--- src/rtl/core/point_in_polygon_filter_core_macros.svh ---
// Assertion macros shared by the core.
`ifndef POINT_IN_POLYGON_FILTER_CORE_MACROS_SVH
`define POINT_IN_POLYGON_FILTER_CORE_MACROS_SVH

`ifndef ASSERT_OFF
`define PIPF_ASSERT_IMP(lbl, ck, rn, ante, cons) \
    lbl: assert property (@(posedge ck) disable iff (!rn) (ante) |-> (cons)) \
        else $error("point_in_polygon_filter_core: assertion failed");
`define PIPF_ASSERT_NXT(lbl, ck, rn, ante, cons) \
    lbl: assert property (@(posedge ck) disable iff (!rn) (ante) |=> (cons)) \
        else $error("point_in_polygon_filter_core: assertion failed");
`else
`define PIPF_ASSERT_IMP(lbl, ck, rn, ante, cons)
`define PIPF_ASSERT_NXT(lbl, ck, rn, ante, cons)
`endif

`endif

--- src/rtl/core/pipf_pkg.sv ---
package pipf_pkg;

    localparam int MAX_VERTICES_DEF = 16;
    localparam int COORD_BITS_DEF   = 16;
    localparam int INDEX_BITS       = 4;
    localparam int COUNT_BITS       = 5;

    localparam logic OP_WRITE = 1'b0;
    localparam logic OP_TEST  = 1'b1;

    // commands from the controller to the datapath
    typedef struct packed {
        logic wr_en;       // write the accepted vertex
        logic load_point;  // latch the accepted point, clear the flag
        logic rd_en;       // read one vertex
        logic rd_first;    // this read only primes the previous vertex
        logic load_out;    // move point and flag into the output register
    } pipf_cmd_t;

endpackage

--- src/rtl/core/pipf_in_if.sv ---
interface pipf_in_if
    import pipf_pkg::*;
#(
    parameter int COORD_BITS = COORD_BITS_DEF
);
    logic                         valid;
    logic                         ready;
    logic                         op;
    logic [INDEX_BITS-1:0]        vertex_index;
    logic signed [COORD_BITS-1:0] coord_x;
    logic signed [COORD_BITS-1:0] coord_y;

    modport source (output valid, op, vertex_index, coord_x, coord_y, input ready);
    modport sink   (input valid, op, vertex_index, coord_x, coord_y, output ready);
endinterface

--- src/rtl/core/pipf_out_if.sv ---
interface pipf_out_if
    import pipf_pkg::*;
#(
    parameter int COORD_BITS = COORD_BITS_DEF
);
    logic                         valid;
    logic                         ready;
    logic signed [COORD_BITS-1:0] point_x;
    logic signed [COORD_BITS-1:0] point_y;
    logic                         inside_res;

    modport source (output valid, point_x, point_y, inside_res, input ready);
    modport sink   (input valid, point_x, point_y, inside_res, output ready);
endinterface

--- src/rtl/core/pipf_ram.sv ---
module pipf_ram
#(
    parameter int WIDTH = 32,
    parameter int DEPTH = 16
)
(
    input  logic                     clk,
    input  logic                     we,
    input  logic [$clog2(DEPTH)-1:0] waddr,
    input  logic [WIDTH-1:0]         wdata,
    input  logic                     re,
    input  logic [$clog2(DEPTH)-1:0] raddr,
    output logic [WIDTH-1:0]         rdata
);
    logic [WIDTH-1:0] mem [DEPTH];
    logic [WIDTH-1:0] rdata_reg;

    always_ff @(posedge clk)
    begin
        if (we)
        begin
            mem[waddr] <= wdata;
        end
        if (re)
        begin
            rdata_reg <= mem[raddr];
        end
    end

    assign rdata = rdata_reg;
endmodule

--- src/rtl/core/pipf_ctrl.sv ---
module pipf_ctrl
    import pipf_pkg::*;
#(
    parameter int MAX_VERTICES = MAX_VERTICES_DEF
)
(
    input  logic                             clk,
    input  logic                             rst_n,
    input  logic                             in_valid,
    input  logic                             in_op,
    output logic                             in_ready,
    output logic                             out_valid,
    input  logic                             out_ready,
    input  logic [COUNT_BITS-1:0]            vertex_count,
    output pipf_cmd_t                        cmd,
    output logic [$clog2(MAX_VERTICES)-1:0]  rd_addr
);
    localparam int CW = $clog2(MAX_VERTICES + 1);

    localparam logic [2:0] S_IDLE = 3'd0;
    localparam logic [2:0] S_RUN  = 3'd1;
    localparam logic [2:0] S_DR1  = 3'd2;
    localparam logic [2:0] S_DR2  = 3'd3;
    localparam logic [2:0] S_FIN  = 3'd4;

    logic [2:0]    state_reg, state_next;
    logic [CW-1:0] k_reg, k_next;
    logic          out_valid_reg, out_valid_next;
    logic [CW-1:0] n;
    logic [CW-1:0] addr_w;
    logic          accept;

    // clamp the count to the table depth
    always_comb
    begin
        if (int'(vertex_count) > MAX_VERTICES)
        begin
            n = CW'(MAX_VERTICES);
        end
        else
        begin
            n = CW'(vertex_count);
        end
    end

    assign in_ready = (state_reg == S_IDLE);
    assign accept   = in_valid && in_ready;
    // first read fetches the closing vertex, then vertices 0 .. n-1
    assign addr_w   = (k_reg == '0) ? (n - CW'(1)) : (k_reg - CW'(1));
    assign rd_addr  = addr_w[$clog2(MAX_VERTICES)-1:0];

    always_comb
    begin
        state_next = state_reg;
        k_next     = k_reg;
        cmd        = '0;
        case (state_reg)
            S_IDLE:
            begin
                if (accept)
                begin
                    if (in_op == OP_WRITE)
                    begin
                        cmd.wr_en = 1'b1;
                    end
                    else
                    begin
                        cmd.load_point = 1'b1;
                        k_next         = '0;
                        state_next     = (n == '0) ? S_FIN : S_RUN;
                    end
                end
            end
            S_RUN:
            begin
                cmd.rd_en    = 1'b1;
                cmd.rd_first = (k_reg == '0);
                k_next       = k_reg + CW'(1);
                if (k_reg == n)
                begin
                    state_next = S_DR1;
                end
            end
            S_DR1:
            begin
                state_next = S_DR2;
            end
            S_DR2:
            begin
                state_next = S_FIN;
            end
            S_FIN:
            begin
                if (!out_valid_reg || out_ready)
                begin
                    cmd.load_out = 1'b1;
                    state_next   = S_IDLE;
                end
            end
            default:
            begin
                state_next = S_IDLE;
            end
        endcase
    end

    always_comb
    begin
        if (cmd.load_out)
        begin
            out_valid_next = 1'b1;
        end
        else if (out_ready)
        begin
            out_valid_next = 1'b0;
        end
        else
        begin
            out_valid_next = out_valid_reg;
        end
    end

    assign out_valid = out_valid_reg;

    always_ff @(posedge clk or negedge rst_n)
    begin
        if (!rst_n)
        begin
            state_reg     <= S_IDLE;
            k_reg         <= '0;
            out_valid_reg <= 1'b0;
        end
        else
        begin
            state_reg     <= state_next;
            k_reg         <= k_next;
            out_valid_reg <= out_valid_next;
        end
    end
endmodule

--- src/rtl/core/pipf_dp.sv ---
module pipf_dp
    import pipf_pkg::*;
#(
    parameter int MAX_VERTICES = MAX_VERTICES_DEF,
    parameter int COORD_BITS   = COORD_BITS_DEF
)
(
    input  logic                             clk,
    input  logic                             rst_n,
    input  pipf_cmd_t                        cmd,
    input  logic [$clog2(MAX_VERTICES)-1:0]  rd_addr,
    input  logic [INDEX_BITS-1:0]            vertex_index,
    input  logic signed [COORD_BITS-1:0]     coord_x,
    input  logic signed [COORD_BITS-1:0]     coord_y,
    output logic signed [COORD_BITS-1:0]     point_x,
    output logic signed [COORD_BITS-1:0]     point_y,
    output logic                             inside_res
);
    localparam int AW = $clog2(MAX_VERTICES);
    localparam int CB = COORD_BITS;
    localparam int DW = CB + 1;
    localparam int PW = 2 * DW;
    localparam int EW = INDEX_BITS + AW;

    logic [EW-1:0]          idx_ext;
    logic                   wr_ok;
    logic [AW-1:0]          wr_addr;
    logic [2*CB-1:0]        rdata;

    logic signed [CB-1:0]   tx_reg, ty_reg;
    logic signed [CB-1:0]   xj_reg, yj_reg;
    logic signed [CB-1:0]   xi, yi;
    logic                   v1_reg, first1_reg;

    logic signed [DW-1:0]   dx_t, dy_e, dx_e, dy_t;
    logic signed [PW-1:0]   lhs_reg, rhs_reg;
    logic                   p_valid_reg, straddle_reg, dy_pos_reg;
    logic                   left;
    logic                   flag_reg;

    logic signed [CB-1:0]   out_x_reg, out_y_reg;
    logic                   out_in_reg;

    // drop writes beyond the table
    assign idx_ext = {{AW{1'b0}}, vertex_index};
    assign wr_ok   = idx_ext < EW'(MAX_VERTICES);
    assign wr_addr = idx_ext[AW-1:0];

    pipf_ram #(
        .WIDTH (2 * CB),
        .DEPTH (MAX_VERTICES)
    ) u_ram (
        .clk   (clk),
        .we    (cmd.wr_en && wr_ok),
        .waddr (wr_addr),
        .wdata ({coord_y, coord_x}),
        .re    (cmd.rd_en),
        .raddr (rd_addr),
        .rdata (rdata)
    );

    assign xi = rdata[CB-1:0];
    assign yi = rdata[2*CB-1:CB];

    // edge differences, one bit wider so nothing wraps
    assign dx_t = {tx_reg[CB-1], tx_reg} - {xi[CB-1], xi};
    assign dy_e = {yj_reg[CB-1], yj_reg} - {yi[CB-1], yi};
    assign dx_e = {xj_reg[CB-1], xj_reg} - {xi[CB-1], xi};
    assign dy_t = {ty_reg[CB-1], ty_reg} - {yi[CB-1], yi};

    // point is left of the edge when the cross products order as dy's sign says
    assign left = dy_pos_reg ? (lhs_reg < rhs_reg) : (lhs_reg > rhs_reg);

    always_ff @(posedge clk or negedge rst_n)
    begin
        if (!rst_n)
        begin
            v1_reg      <= 1'b0;
            p_valid_reg <= 1'b0;
        end
        else
        begin
            v1_reg      <= cmd.rd_en;
            p_valid_reg <= v1_reg && !first1_reg;
        end
    end

    always_ff @(posedge clk)
    begin
        first1_reg <= cmd.rd_first;
        if (cmd.load_point)
        begin
            tx_reg <= coord_x;
            ty_reg <= coord_y;
        end
        if (v1_reg)
        begin
            xj_reg       <= xi;
            yj_reg       <= yi;
            lhs_reg      <= PW'(dx_t) * PW'(dy_e);
            rhs_reg      <= PW'(dx_e) * PW'(dy_t);
            straddle_reg <= (yi > ty_reg) != (yj_reg > ty_reg);
            dy_pos_reg   <= !dy_e[DW-1];
        end
        if (cmd.load_point)
        begin
            flag_reg <= 1'b0;
        end
        else if (p_valid_reg && straddle_reg && left)
        begin
            flag_reg <= !flag_reg;
        end
        if (cmd.load_out)
        begin
            out_x_reg  <= tx_reg;
            out_y_reg  <= ty_reg;
            out_in_reg <= flag_reg;
        end
    end

    assign point_x    = out_x_reg;
    assign point_y    = out_y_reg;
    assign inside_res = out_in_reg;
endmodule

--- src/rtl/core/point_in_polygon_filter_core.sv ---
// Point-in-polygon filter. Items on cmd with op = OP_WRITE store one vertex of the
// footprint polygon (slots at or above MAX_VERTICES are dropped) and give no result;
// items with op = OP_TEST carry a point and give one result on res: the point
// echoed and inside_res, the even-odd crossing parity over the first vertex_count
// vertices (a count above MAX_VERTICES is clamped). Points with inside_res set lie
// inside the footprint and should be dropped. A vertex write leaves the block ready;
// a test blocks further items from its acceptance until its result is loaded: the
// edge walk reads the closing vertex and then vertices 0 .. n-1, with n the clamped
// vertex count (an empty polygon skips the walk), one vertex table read per cycle
// feeding one pair of exact cross-product multipliers. The finished result waits in
// an output register, so a vertex write or a new test is accepted while the previous
// result is still waiting to be taken. Write vertex_count only while the block is idle.
`include "point_in_polygon_filter_core_macros.svh"

module point_in_polygon_filter_core
    import pipf_pkg::*;
#(
    parameter int MAX_VERTICES = MAX_VERTICES_DEF,
    parameter int COORD_BITS   = COORD_BITS_DEF
)
(
    input  logic                  clk,
    input  logic                  rst_n,
    input  logic                  cfg_we,
    input  logic [COUNT_BITS-1:0] cfg_wdata,
    pipf_in_if.sink               cmd,
    pipf_out_if.source            res
);
    logic [COUNT_BITS-1:0]          vertex_count_reg;
    pipf_cmd_t                      ctl_cmd;
    logic [$clog2(MAX_VERTICES)-1:0] rd_addr;

    // hold the vertex count
    always_ff @(posedge clk or negedge rst_n)
    begin
        if (!rst_n)
        begin
            vertex_count_reg <= '0;
        end
        else if (cfg_we)
        begin
            vertex_count_reg <= cfg_wdata;
        end
    end

    // sequence the edge walk and own both handshakes
    pipf_ctrl #(
        .MAX_VERTICES (MAX_VERTICES)
    ) u_ctrl (
        .clk          (clk),
        .rst_n        (rst_n),
        .in_valid     (cmd.valid),
        .in_op        (cmd.op),
        .in_ready     (cmd.ready),
        .out_valid    (res.valid),
        .out_ready    (res.ready),
        .vertex_count (vertex_count_reg),
        .cmd          (ctl_cmd),
        .rd_addr      (rd_addr)
    );

    // vertex table, cross products and the parity flag
    pipf_dp #(
        .MAX_VERTICES (MAX_VERTICES),
        .COORD_BITS   (COORD_BITS)
    ) u_dp (
        .clk          (clk),
        .rst_n        (rst_n),
        .cmd          (ctl_cmd),
        .rd_addr      (rd_addr),
        .vertex_index (cmd.vertex_index),
        .coord_x      (cmd.coord_x),
        .coord_y      (cmd.coord_y),
        .point_x      (res.point_x),
        .point_y      (res.point_y),
        .inside_res   (res.inside_res)
    );

    // a test item blocks further items until its result is loaded
    `PIPF_ASSERT_NXT(a_test_blocks, clk, rst_n, cmd.valid && cmd.ready && cmd.op == OP_TEST, !cmd.ready)
    // a result is loaded only when the output register is free
    `PIPF_ASSERT_IMP(a_load_free, clk, rst_n, ctl_cmd.load_out, !res.valid || res.ready)
    // a loaded result shows on the next cycle
    `PIPF_ASSERT_NXT(a_load_shows, clk, rst_n, ctl_cmd.load_out, res.valid)
    // never read and write the table together
    `PIPF_ASSERT_IMP(a_rd_wr_apart, clk, rst_n, ctl_cmd.rd_en, !ctl_cmd.wr_en && !cmd.ready)
endmodule
--- src/flat_wrapper.sv ---
// flat-port wrapper written by rule: the top's interface ports become plain ports
module point_in_polygon_filter_core_flat import pipf_pkg::*;
#(
    parameter int MAX_VERTICES = MAX_VERTICES_DEF,
    parameter int COORD_BITS   = COORD_BITS_DEF
)
  (clk, rst_n, cfg_we, cfg_wdata, cmd_valid, cmd_op, cmd_vertex_index, cmd_coord_x, cmd_coord_y, cmd_ready, res_valid, res_point_x, res_point_y, res_inside_res, res_ready);
  pipf_in_if #(.COORD_BITS(COORD_BITS)) cmd_i ();
  pipf_out_if #(.COORD_BITS(COORD_BITS)) res_i ();
  input  logic clk;
  input  logic rst_n;
  input  logic cfg_we;
  input  logic [COUNT_BITS-1:0] cfg_wdata;
  input wire logic [$bits(cmd_i.valid)-1:0] cmd_valid;
  input wire logic [$bits(cmd_i.op)-1:0] cmd_op;
  input wire logic [$bits(cmd_i.vertex_index)-1:0] cmd_vertex_index;
  input wire logic [$bits(cmd_i.coord_x)-1:0] cmd_coord_x;
  input wire logic [$bits(cmd_i.coord_y)-1:0] cmd_coord_y;
  output wire logic [$bits(cmd_i.ready)-1:0] cmd_ready;
  output wire logic [$bits(res_i.valid)-1:0] res_valid;
  output wire logic [$bits(res_i.point_x)-1:0] res_point_x;
  output wire logic [$bits(res_i.point_y)-1:0] res_point_y;
  output wire logic [$bits(res_i.inside_res)-1:0] res_inside_res;
  input wire logic [$bits(res_i.ready)-1:0] res_ready;
  assign cmd_i.valid = cmd_valid;
  assign cmd_i.op = cmd_op;
  assign cmd_i.vertex_index = cmd_vertex_index;
  assign cmd_i.coord_x = cmd_coord_x;
  assign cmd_i.coord_y = cmd_coord_y;
  assign cmd_ready = cmd_i.ready;
  assign res_valid = res_i.valid;
  assign res_point_x = res_i.point_x;
  assign res_point_y = res_i.point_y;
  assign res_inside_res = res_i.inside_res;
  assign res_i.ready = res_ready;
  point_in_polygon_filter_core #(.MAX_VERTICES(MAX_VERTICES), .COORD_BITS(COORD_BITS)) u_core (.clk(clk), .rst_n(rst_n), .cfg_we(cfg_we), .cfg_wdata(cfg_wdata), .cmd(cmd_i), .res(res_i));
endmodule
--- config.mk ---
export PLATFORM = sky130hd
export DESIGN_NAME = point_in_polygon_filter_core_flat
export DESIGN_NICKNAME = d
export VERILOG_FILES = /design/src/rtl/core/pipf_pkg.sv /design/src/rtl/core/pipf_in_if.sv /design/src/rtl/core/pipf_out_if.sv /design/src/rtl/core/pipf_ram.sv /design/src/rtl/core/pipf_ctrl.sv /design/src/rtl/core/pipf_dp.sv /design/src/rtl/core/point_in_polygon_filter_core.sv /design/src/flat_wrapper.sv
export VERILOG_INCLUDE_DIRS = /design/src /design/src/rtl/core
export SDC_FILE = /design/constraint.sdc
export NUM_CORES = 2
export LEC_CHECK = 0
export BUFFER_PORTS_ARGS = -buffer_cell sky130_fd_sc_hd__buf_2
export CAP_MARGIN = 10
export CELL_PAD_IN_SITES_DETAIL_PLACEMENT = 1
export CELL_PAD_IN_SITES_GLOBAL_PLACEMENT = 2
export CORE_AREA = 2 2 256 447
export CTS_BUF_LIST = sky130_fd_sc_hd__clkbuf_2
export DETAILED_ROUTE_END_ITERATION = 6
export DIE_AREA = 0 0 258 449
export GPL_ROUTABILITY_DRIVEN = 0
export HOLD_SLACK_MARGIN = 0.15
export PLACE_DENSITY = 0.9
export RECOVER_POWER = 100
export SLEW_MARGIN = 20
export SYNTH_ARGS = -nofsm -noshare
export SYNTH_HDL_FRONTEND = slang
export SYNTH_SLANG_ARGS = --single-unit
--- constraint.sdc ---
create_clock -name clk -period 10.9 [get_ports clk]
set_clock_uncertainty 0.05 [all_clocks]
set_input_delay 2.18 -clock clk [delete_from_list [all_inputs] [get_ports clk]]
set_output_delay 2.18 -clock clk [all_outputs]
set_load 0.005 [all_outputs]
==> impl_metrics.toml <==
[timing]
rsz0062_at_grt = "no"
setup_viol = 0
final_max_slew_viol_count = 863
tns_ns = 0
hold_violations = 0
relSlewSlack_pct = -167
period_minus_slack_ns = 9.82
holdWs_ns = 0.407
worst_pin_slew_ns = 4.00
fin_crit_sh_pct = 90.1
fmax_mhz = 102

[setup_path]
max_stage_delay_ns = 0.77
crit_required_ns = 12.05
crit_path_end_kind = "register"
path_class = "reg -> reg"
path_max_fanout = 10
arrival_ns = 10.97
cp-start-kind = "register"
cp_slowest_cell = "o41ai_1"
crit_top_cell = "fa_1"

[logic_synthesis]
ys_seq_elements = 729
muxShareOfSynthArea_pct = 6.28
synth_top_cell_area_share_pct = 40.8
yosysUniqueCellTypes = 73
synth-main-ff-cell = "edfxtp_1"
ys_seq_area_share_pct = 41.6
synth_top_area_cell = "edfxtp_1"
syn_inst = 4157
synth-edff-count = 711
synth_compound_area_share_pct = 5.11
synth_fa_ha_area_share_pct = 29.6
synth_area_um2 = 52400
yosys_warnings = 0
yosys.area_share.simple_pct = 8.71
synth-xor-area-share_pct = 2.44
async_flop_share_pct = 2.19
syn_avg_cell_area_um2 = 12.6
synthTopCellsByArea = "edfxtp_1 (41%), fa_1 (23%), ha_1 (6.9%), mux4_2 (5.5%), inv_1 (5.3%)"
synth_top_family_by_area = "adder cells"
syn-num-nets = 5087

[layout]
fillers = 11600
fin_cells = 5991
drive_gt1_share_pct = 11.6
regArea_um2 = 21800
syn2layout_area_growth_pct = 7.55
final_nets = 5309
final_cell_mix = "inv_1 (732), edfxtp_1 (711), fa_1 (596), nand2_1 (336), ha_1 (286)"
final_common_cell = "inv_1"
largest_reg_flops = 512
design_area_um2 = 56300
multi_input_area_um2 = 27500

[die]
pin_count = 82
core.rowCount = 163
die_w_um = 258
die_area_um2 = 116000
coreArea_um2 = 112000
start_util_pct = 46.6
die_h_um = 449

[clocking]
clockRootBuffer = "clkbuf_2"
cts_tree = "yes"
cts_setup_buffers = 0
cts_htree_levels = 4
clock_latency_ns = 1.43
cts.hold.buffers_added = 0
cts_sinks = 729
clk_pin_slew_worst_paths_ns = 0.11
post_cts_resized = 0
cts_buffers = 158
clk_path_buf_depth = 3

[drt]
dr.pass1.iters = 6
drtIter0Drc = 2342
routed_wl_um = 159000
routedWlPerCell_um = 26.5
drc = 0
dr_total_vias = 34300
detail-route-antenna-nets = 0
vias_per_cell = 5.72

[job]
maxCapViolCount = 24

[grt]
grt_max_degree = 74
grt_pass1_vias = 39600
grt_overflow = 0
use_met1_pct = 27.8
grt_busiest_layer = "met2"
grt_use_total_pct = 27.9
grt_antenna_before_repair = 10
grtUsageMet2_pct = 51.5
use_met3_pct = 4.95
grt_pass1_wl_um = 236000

[place]
dp_hpwl_um = 116000
io_buffers = 81
placed_area_um2 = 55100
dp.cells = 5704

[hold_path]
hp-class = "reg -> reg"

[run_status]
status = "complete, but fails checks"
violations = "capacitance limit, slew limit"
==> Yosys cell counts, types with 4 or more instances <==
cell / number
a2111oi_0: 5
a211o_1: 4
a211oi_1: 58
a21boi_0: 6
a21o_1: 38
a21oi_1: 115
a221oi_1: 7
a31oi_1: 18
and2_1: 55
and3_1: 12
buf_2: 7
buf_4: 8
buf_6: 6
clkbuf_1: 89
dfrtp_1: 16
edfxtp_1: 711
fa_1: 596
ha_1: 287
inv_1: 733
mux2_2: 7
mux2i_1: 33
mux4_2: 128
nand2_1: 336
nand2b_1: 43
nand3_1: 40
nand3b_1: 9
nand4_1: 17
nor2_1: 274
nor2b_1: 101
nor3_1: 38
nor4_1: 9
o211ai_1: 13
o21a_1: 29
o21ai_0: 59
o21bai_1: 11
o221ai_1: 5
o22ai_1: 4
or2_2: 21
or3_1: 8
or4_1: 4
xnor2_1: 96
xor2_1: 48
==> cell type report <==
cell class | instances | share of cell area (%)
multi-input cells | 2583 | 48.9
diodes | 5 | 0.0222
inverters | 733 | 4.88
clock inverters | 64 | 0.640
clock buffers | 218 | 1.94
repair buffers | 174 | 1.66
flip-flops and latches | 729 | 38.7
well taps | 1485 | 3.30
==> logic make-up (layout without fill, tap and decap cells) <==
logic type | after synthesis | in the layout
multiplexers | 168 | 168
other | 0 | 5
flip-flops | 729 | 729
buffers and inverters | 845 | 1189
AND/OR/NAND/NOR | 980 | 980
AO/OA/AOI/OAI | 407 | 407
adder cells (fa/ha/maj) | 883 | 883
XOR/XNOR | 145 | 145
==> worst max-delay path, delay by kind of cell (launching register included) <==
kind / cells / cell delay [ns]
simple gates: 5 / 1.30
buf+inv: 5 / 0.27
compound gates: 11 / 3.54
fa+ha+maj: 9 / 4.08
flops: 1 / 0.45
==> metal layers <==
metal	share of wire (%)	routed length [µm]	vias to the layer above
met3	5.5	8800	579
met4	8.1	12800	12
li1	-	-	14500
met2	54	85500	1344
met1	32	51400	17800
met5	0.066	105	-
==> through the flow <==
step	setup slack [ns]	utilization, %
floorplan	2.68	-
global placement	1.84	49.0
detailed placement	1.47	49.0
CTS	1.43	50.3
global route	0.516	50.1
finish	1.08	50.1
==> path summary, 6_finish.rpt <==
| path | slack, ns | from | end | depth (start not counted) |
|---|---|---|---|---|
| worst max-delay path | 1.08 | u_core.u_dp.u_ram.rdata[0] | u_core.u_dp.rhs_reg[32] | 30 |
| worst min-delay path | 0.41 | u_core.u_dp.flag_reg | u_core.u_dp.inside_res | 0 |
| worst max register to register | 1.08 | u_core.u_dp.u_ram.rdata[0] | u_core.u_dp.rhs_reg[32] | 30 |
| worst min register to register | 0.41 | u_core.u_dp.flag_reg | u_core.u_dp.inside_res | 0 |
| max in group asynchronous | 9.25 | rst_n | u_core.u_dp.p_valid_reg | 1 |
| min in group asynchronous | 0.86 | rst_n | u_core.u_ctrl.out_valid | 1 |
Power is not shown: default switching activity piles up to over one toggle a cycle in this logic, so the estimate is an artifact.
